==> src/rtl/arms_pkg.sv <==
// shared types and constants for the address region map split block
package arms_pkg;

   localparam int MAX_REGIONS = 16;
   localparam int IDX_W       = $clog2(MAX_REGIONS);
   localparam int CNT_W       = $clog2(MAX_REGIONS + 1);
   localparam int ADDR_W      = 32;
   localparam int END_W       = ADDR_W + 1;
   localparam int ID_W        = 4;
   localparam logic [ID_W-1:0] ROOT_ID = '0;

   typedef enum logic [2:0] {
      STATUS_OK          = 3'd0,
      STATUS_NOT_FOUND   = 3'd1,
      STATUS_OUTSIDE     = 3'd2,
      STATUS_SHADOWS     = 3'd3,
      STATUS_TABLE_FULL  = 3'd4
   } status_type;

   typedef enum logic {
      REQ_LOOKUP = 1'b0,
      REQ_ADD    = 1'b1
   } req_kind_type;

   typedef enum logic [2:0] {
      ST_IDLE,
      ST_SEARCH,
      ST_CHECK,
      ST_SHIFT,
      ST_WR_A,
      ST_WR_B,
      ST_WR_C,
      ST_RESP
   } state_type;

   typedef struct packed {
      logic [ADDR_W-1:0] start;
      logic [END_W-1:0]  stop;
      logic [ID_W-1:0]   owner;
      logic [ID_W-1:0]   parent;
   } entry_type;

endpackage

==> src/rtl/address_region_map_split_core.sv <==
// top level of the address region map split block
//
// keeps a sorted table of up to 16 non-overlapping address regions, each with
// start, exclusive end, owner id and parent id; after reset one root region
// owned by id 0 covers the whole 32-bit space. a lookup transfer (tuser 0)
// returns the region holding the address; an add transfer (tuser 1) splits the
// region holding the start address and inserts the child, or reports why not.
// one request is handled at a time: a binary search probes the table one entry
// at a time through a single table read port and comparator (at most 5 probes),
// an add then moves the later entries up one per cycle (up to 15) and writes
// the two or three new entries one per cycle. req_tready is high only while
// no request is in work; the result sits in an output register so the next
// request can be taken while it waits to be transferred.
module address_region_map_split_core
   import arms_pkg::*;
(
   input  logic        clock,
   input  logic        reset,
   input  logic        req_tvalid,
   output logic        req_tready,
   // address[31:0], pool_size[64:32], pool_id[68:65], zero fill
   input  logic [71:0] req_tdata,
   // req_type[0]
   input  logic [0:0]  req_tuser,
   output logic        rsp_tvalid,
   input  logic        rsp_tready,
   // status[2:0], region_index[6:3], owner_id[10:7], parent_id[14:11],
   // region_start[46:15], region_end[79:47], owner_matches[80], zero fill
   output logic [87:0] rsp_tdata
);

   // region table, one read and one write index per cycle
   entry_type                region_table [MAX_REGIONS];
   logic                     wr_en;
   logic [IDX_W-1:0]         wr_idx;
   entry_type                wr_data;
   logic [IDX_W-1:0]         rd_idx;
   entry_type                rd_data;

   state_type                state_ff, state_in;
   logic [CNT_W-1:0]         count_ff, count_in;
   logic [CNT_W-1:0]         lo_ff, lo_in, hi_ff, hi_in;
   logic [CNT_W-1:0]         ptr_ff, ptr_in;
   logic [IDX_W-1:0]         p_ff, p_in;
   entry_type                par_ff, par_in;
   logic                     kind_ff, kind_in;
   logic [ADDR_W-1:0]        addr_ff, addr_in;
   logic [END_W-1:0]         size_ff, size_in;
   logic [ID_W-1:0]          id_ff, id_in;
   logic [END_W-1:0]         e_ff, e_in;
   logic [1:0]               off_ff, off_in;
   logic                     same_start_ff, same_start_in;
   logic                     same_end_ff, same_end_in;
   // staged result
   status_type               res_status_ff, res_status_in;
   logic [IDX_W-1:0]         res_idx_ff, res_idx_in;
   entry_type                res_ent_ff, res_ent_in;
   logic                     res_match_ff, res_match_in;
   // output register
   logic                     rsp_valid_ff, rsp_valid_in;
   logic [80:0]              rsp_data_ff, rsp_data_in;

   logic [CNT_W-1:0]         mid;
   logic [END_W:0]           child_end;
   logic [CNT_W-1:0]         from_idx;
   logic [CNT_W:0]           count_plus;

   assign rd_data    = region_table[rd_idx];
   assign req_tready = (state_ff == ST_IDLE);
   assign rsp_tvalid = rsp_valid_ff;
   assign rsp_tdata  = {7'd0, rsp_data_ff};

   always_comb begin
      state_in      = state_ff;
      count_in      = count_ff;
      lo_in         = lo_ff;
      hi_in         = hi_ff;
      ptr_in        = ptr_ff;
      p_in          = p_ff;
      par_in        = par_ff;
      kind_in       = kind_ff;
      addr_in       = addr_ff;
      size_in       = size_ff;
      id_in         = id_ff;
      e_in          = e_ff;
      off_in        = off_ff;
      same_start_in = same_start_ff;
      same_end_in   = same_end_ff;
      res_status_in = res_status_ff;
      res_idx_in    = res_idx_ff;
      res_ent_in    = res_ent_ff;
      res_match_in  = res_match_ff;
      rsp_valid_in  = rsp_valid_ff && !rsp_tready;
      rsp_data_in   = rsp_data_ff;
      wr_en         = 1'b0;
      wr_idx        = '0;
      wr_data       = par_ff;
      mid           = lo_ff + ((hi_ff - lo_ff) >> 1);
      rd_idx        = mid[IDX_W-1:0];
      child_end     = {2'b00, addr_ff} + {1'b0, size_ff};
      from_idx      = same_start_ff ? {1'b0, p_ff} : ({1'b0, p_ff} + CNT_W'(1));
      count_plus    = {1'b0, count_ff} + {{(CNT_W-1){1'b0}}, off_ff};

      unique case (state_ff)
         ST_IDLE: begin
            if (req_tvalid) begin
               kind_in  = req_tuser[0];
               addr_in  = req_tdata[31:0];
               size_in  = req_tdata[64:32];
               id_in    = req_tdata[68:65];
               lo_in    = '0;
               hi_in    = count_ff;
               state_in = ST_SEARCH;
            end
         end
         ST_SEARCH: begin
            if (lo_ff >= hi_ff) begin
               res_status_in = STATUS_NOT_FOUND;
               res_idx_in    = '0;
               res_ent_in    = '0;
               res_match_in  = 1'b0;
               state_in      = ST_RESP;
            end else if (addr_ff < rd_data.start) begin
               hi_in = mid;
            end else if ({1'b0, addr_ff} >= rd_data.stop) begin
               lo_in = mid + CNT_W'(1);
            end else begin
               p_in          = mid[IDX_W-1:0];
               par_in        = rd_data;
               res_idx_in    = mid[IDX_W-1:0];
               res_ent_in    = rd_data;
               res_status_in = STATUS_OK;
               res_match_in  = 1'b0;
               if (kind_ff == REQ_LOOKUP) begin
                  res_match_in = (rd_data.owner == id_ff) && (rd_data.owner != ROOT_ID);
                  state_in     = ST_RESP;
               end else begin
                  state_in = ST_CHECK;
               end
            end
         end
         ST_CHECK: begin
            same_start_in = (addr_ff == par_ff.start);
            same_end_in   = (child_end == {1'b0, par_ff.stop});
            off_in        = (!same_start_in && !same_end_in) ? 2'd2 : 2'd1;
            e_in          = child_end[END_W-1:0];
            ptr_in        = count_ff;
            if (child_end > {1'b0, par_ff.stop}) begin
               res_status_in = STATUS_OUTSIDE;
               state_in      = ST_RESP;
            end else if (same_start_in && same_end_in) begin
               res_status_in = STATUS_SHADOWS;
               state_in      = ST_RESP;
            end else if (({1'b0, count_ff} + {{(CNT_W-1){1'b0}}, off_in})
                         > (CNT_W+1)'(MAX_REGIONS)) begin
               res_status_in = STATUS_TABLE_FULL;
               state_in      = ST_RESP;
            end else begin
               state_in = ST_SHIFT;
            end
         end
         ST_SHIFT: begin
            // move one entry up per cycle, from the top down
            if (ptr_ff > from_idx) begin
               rd_idx  = IDX_W'(ptr_ff - CNT_W'(1));
               wr_en   = 1'b1;
               wr_idx  = IDX_W'(ptr_ff - CNT_W'(1) + {{(CNT_W-2){1'b0}}, off_ff});
               wr_data = rd_data;
               ptr_in  = ptr_ff - CNT_W'(1);
            end else begin
               state_in = ST_WR_A;
            end
         end
         ST_WR_A: begin
            wr_en = 1'b1;
            if (same_start_ff) begin
               // right remainder only
               wr_idx   = p_ff + IDX_W'(1);
               wr_data  = '{start: e_ff[ADDR_W-1:0], stop: par_ff.stop,
                            owner: par_ff.owner, parent: par_ff.parent};
               state_in = ST_WR_C;
            end else begin
               // left remainder
               wr_idx   = p_ff;
               wr_data  = '{start: par_ff.start, stop: {1'b0, addr_ff},
                            owner: par_ff.owner, parent: par_ff.parent};
               state_in = same_end_ff ? ST_WR_C : ST_WR_B;
            end
         end
         ST_WR_B: begin
            wr_en    = 1'b1;
            wr_idx   = p_ff + IDX_W'(2);
            wr_data  = '{start: e_ff[ADDR_W-1:0], stop: par_ff.stop,
                         owner: par_ff.owner, parent: par_ff.parent};
            state_in = ST_WR_C;
         end
         ST_WR_C: begin
            wr_en         = 1'b1;
            wr_idx        = same_start_ff ? p_ff : (p_ff + IDX_W'(1));
            wr_data       = '{start: addr_ff, stop: e_ff,
                              owner: id_ff, parent: par_ff.owner};
            count_in      = count_plus[CNT_W-1:0];
            res_status_in = STATUS_OK;
            res_idx_in    = wr_idx;
            res_ent_in    = wr_data;
            res_match_in  = 1'b0;
            state_in      = ST_RESP;
         end
         ST_RESP: begin
            if (!rsp_valid_ff || rsp_tready) begin
               rsp_valid_in = 1'b1;
               rsp_data_in  = {res_match_ff, res_ent_ff.stop, res_ent_ff.start,
                               res_ent_ff.parent, res_ent_ff.owner, res_idx_ff,
                               res_status_ff};
               state_in     = ST_IDLE;
            end
         end
         default: state_in = ST_IDLE;
      endcase
   end

   always_ff @(posedge clock) begin
      if (reset) begin
         state_ff        <= ST_IDLE;
         count_ff        <= CNT_W'(1);
         rsp_valid_ff    <= 1'b0;
         region_table[0] <= '{start: '0, stop: {1'b1, {ADDR_W{1'b0}}},
                              owner: ROOT_ID, parent: '0};
      end else begin
         state_ff     <= state_in;
         count_ff     <= count_in;
         rsp_valid_ff <= rsp_valid_in;
         if (wr_en) begin
            region_table[wr_idx] <= wr_data;
         end
      end
   end

   always_ff @(posedge clock) begin
      lo_ff         <= lo_in;
      hi_ff         <= hi_in;
      ptr_ff        <= ptr_in;
      p_ff          <= p_in;
      par_ff        <= par_in;
      kind_ff       <= kind_in;
      addr_ff       <= addr_in;
      size_ff       <= size_in;
      id_ff         <= id_in;
      e_ff          <= e_in;
      off_ff        <= off_in;
      same_start_ff <= same_start_in;
      same_end_ff   <= same_end_in;
      res_status_ff <= res_status_in;
      res_idx_ff    <= res_idx_in;
      res_ent_ff    <= res_ent_in;
      res_match_ff  <= res_match_in;
      rsp_data_ff   <= rsp_data_in;
   end

endmodule
==> config.mk <==
export PLATFORM = sky130hd
export DESIGN_NAME = address_region_map_split_core
export DESIGN_NICKNAME = d
export VERILOG_FILES = /design/src/rtl/arms_pkg.sv /design/src/rtl/address_region_map_split_core.sv
export SDC_FILE = /design/constraint.sdc
export NUM_CORES = 2
export LEC_CHECK = 0
export BUFFER_PORTS_ARGS = -buffer_cell sky130_fd_sc_hd__buf_2
export CORE_ASPECT_RATIO = 1.2
export CORE_MARGIN = 5
export CORE_UTILIZATION = 39
export CTS_CLUSTER_SIZE = 30
export DETAILED_ROUTE_END_ITERATION = 16
export PLACE_DENSITY_LB_ADDON = 0.2
export SLEW_MARGIN = 5
export SYNTH_ARGS = -nofsm -noshare
export SYNTH_HDL_FRONTEND = slang
export SYNTH_SLANG_ARGS = --single-unit
==> constraint.sdc <==
create_clock -name clock -period 19.83 [get_ports clock]
set_clock_uncertainty 0.05 [all_clocks]
set_input_delay 2.9745 -clock clock [delete_from_list [all_inputs] [get_ports clock]]
set_output_delay 2.9745 -clock clock [all_outputs]
set_load 0.02 [all_outputs]
==> flow_summary.toml <==
[yosys]
netlist_top_cells_area = "edfxtp_1, mux4_2, ha_1"
synthFlopType = "edfxtp_1"
synth_area_mm2 = 0.0652
yosysMostFrequentCell = "edfxtp_1"
async_flop_share = 0
synth_edf_count = 1529
synth.largest_area_cell = "edfxtp_1"
synth_cells = 3867
synth_top_area_frac = 0.704
synthTopCellsByCount = "edfxtp_1, nand2_1, mux4_2"
synth-seq-area-share = 0.707
synth_cell_types = 81
syn_area_per_cell_um2 = 16.9
ys_ff_latch = 1538
yosysWarnings = 0

[critical_path]
crit_type = "reg2reg"
slowest_stage = "buf_4"
crit_path_start_kind = "flip-flop"
cp.required_ns = 20.20
crit_fanout = 131
cp_slowest_stage_delay_ns = 0.78
crit_arrival_ns = 10.87
end_kind = "flip-flop"

[timing]
setup_viol = 0
fmax_mhz = 95.2
worst_pin_slew_ns = 1.29
min_period_ns = 10.50
maxSlewHeadroom = 0.139
period_share = 0.529
hold_viol = 0
rsz0062_at_grt = "false"
setup_slack_ns = 9.33
setup_tns_ns = 0
drv_slew = 0

[floorplanning]
ios = 167
initial_core_util = 0.392
die_y_um = 458
core_area_mm2 = 0.166
rows = 164
die_area_mm2 = 0.176
die_w_um = 383

[clock_tree]
post-cts-setup-buffers = 0
cts_sinks = 1538
htree_levels = 4
cts_tree = "yes"
cts_resized = 0
clkLatencyLatePin_ns = 0.83
cts.path.max_buffers = 3
cts_hold_buffers = 0
cts_root_buf = "clkbuf_16"
numCtsBuffers = 158
clk_pin_slew_ns = 0.06

[placement]
gp_congestion = 0.880
place_area_mm2 = 0.0690
dp_hpwl_mm = 115
port_buffers = 156
pre_cts_ws_ns = 9.43

[route]
wl_per_cell_um = 29.8
dr.first_iter.drc_count = 3782
via_count = 37200
ant_nets = 0
dr.pass1.iters = 6
routed_wl_mm = 193
drt-vias-per-instance = 5.74
drc = 0

[finish]
finalInstanceArea_mm2 = 0.0742
nets = 4335
layout-drive-gt1-share = 0.203
area_growth_pct = 13.8

[run_status]
status = "complete, no violations"

[grt]
gr-total-overflow = 0
grt_max_degree = 132
grt_util_all_layers = 0.217
grt_pass1_vias = 36900
grt_pass1_wl_mm = 274
antenna_found_initial = 13

[run]
maxCapViolations = 0

[hold_path]
hold_path_class = "reg2reg"
placed cells by master, fill, tap and decap left out, types with 28 or more instances in the layout:
| cell | n |
|---|---|
| a221oi_1 | 33 |
| inv_1 | 148 |
| nand3_1 | 28 |
| buf_2 | 156 |
| clkinv_2 | 34 |
| a31oi_1 | 75 |
| nand4_1 | 28 |
| mux4_2 | 286 |
| o21ai_0 | 203 |
| edfxtp_1 | 1529 |
| clkbuf_16 | 160 |
| mux2i_1 | 91 |
| nand2_1 | 400 |
| a221o_1 | 63 |
| ha_1 | 150 |
| xor2_1 | 46 |
| xnor2_1 | 39 |
| a21o_1 | 37 |
| nor2_1 | 83 |
| a21oi_1 | 75 |
| and3_1 | 69 |
| buf_4 | 112 |
| clkinv_1 | 35 |
layout make-up:
cell class	instances	area (um2)
Clock inverter	109	1100
Timing Repair Buffer	271	1680
Sequential cell	1538	46100
Tap cell	2241	2800
Clock buffer	181	4080
Multi-Input combinational cell	1982	17900
Fill cell	14600	92200
Inverter	151	568
Antenna cell	5	12.5
registers in the layout, summed over array words and instances, names as in the netlist, 2 cells and up:
signal,flops
e_ff,33
rsp_data_ff,81
par_ff,73
id_ff,4
size_ff,33
ptr_ff,5
state_ff,3
res_status_ff,3
off_ff,2
region_table,1168
hi_ff,5
addr_ff,32
res_ent_ff,73
p_ff,4
count_ff,5
lo_ff,5
res_idx_ff,4
final timing paths:
path                            start                         to  slack, ns  cells after the start
max           same_start_ff$_DFFE_PP_       par_ff[70]$_DFFE_PP_       9.33                     29
min          res_ent_ff[55]$_DFFE_PP_  rsp_data_ff[29]$_DFFE_PP_       0.36                      0
max reg2reg   same_start_ff$_DFFE_PP_       par_ff[70]$_DFFE_PP_       9.33                     29
min reg2reg  res_ent_ff[55]$_DFFE_PP_  rsp_data_ff[29]$_DFFE_PP_       0.36                      0
through the flow:
| stage | hold slack (ns) | cells | utilization |
|---|---|---|---|
| detailed placement | 0.355 | 6183 | 0.415 |
| global route | 0.373 | 6474 | 0.446 |
| floorplan | 0.350 | 3873 | - |
| finish | 0.362 | 6478 | 0.446 |
| global placement | 0.354 | 6183 | 0.415 |
| CTS | 0.368 | 6473 | 0.446 |
critical path, delay by kind of cell (launching register included):
family	cells	cell delay, ns
compound gates	11	3.45
fa+ha+maj	3	0.93
buf+inv	7	3.07
flops	1	0.73
mux	2	0.81
simple gates	6	0.78
per-layer routing:
layer | up-vias | track usage | part of all wire
met3 | 273 | 0.0414 | 0.075
met1 | 19600 | 0.304 | 0.42
met4 | 0 | 0.0625 | 0.029
met2 | 1504 | 0.347 | 0.48
met5 | - | 0 | 0
li1 | 15800 | - | -
cells by family (layout without fill, tap and decap cells):
kind of cell | Yosys count | after routing | synth area share
AO/OA/AOI/OAI | 609 | 609 | 0.0622
XOR/XNOR | 87 | 87 | 0.0121
other | 1 | 12 | 0.0000575
flip-flops | 1538 | 1538 | 0.707
adder cells (fa/ha/maj) | 157 | 157 | 0.0308
buffers and inverters | 353 | 712 | 0.0232
multiplexers | 386 | 386 | 0.115
AND/OR/NAND/NOR | 736 | 736 | 0.0504
Power is not shown: default switching activity piles up to over one toggle a cycle in this logic, so the estimate is an artifact.
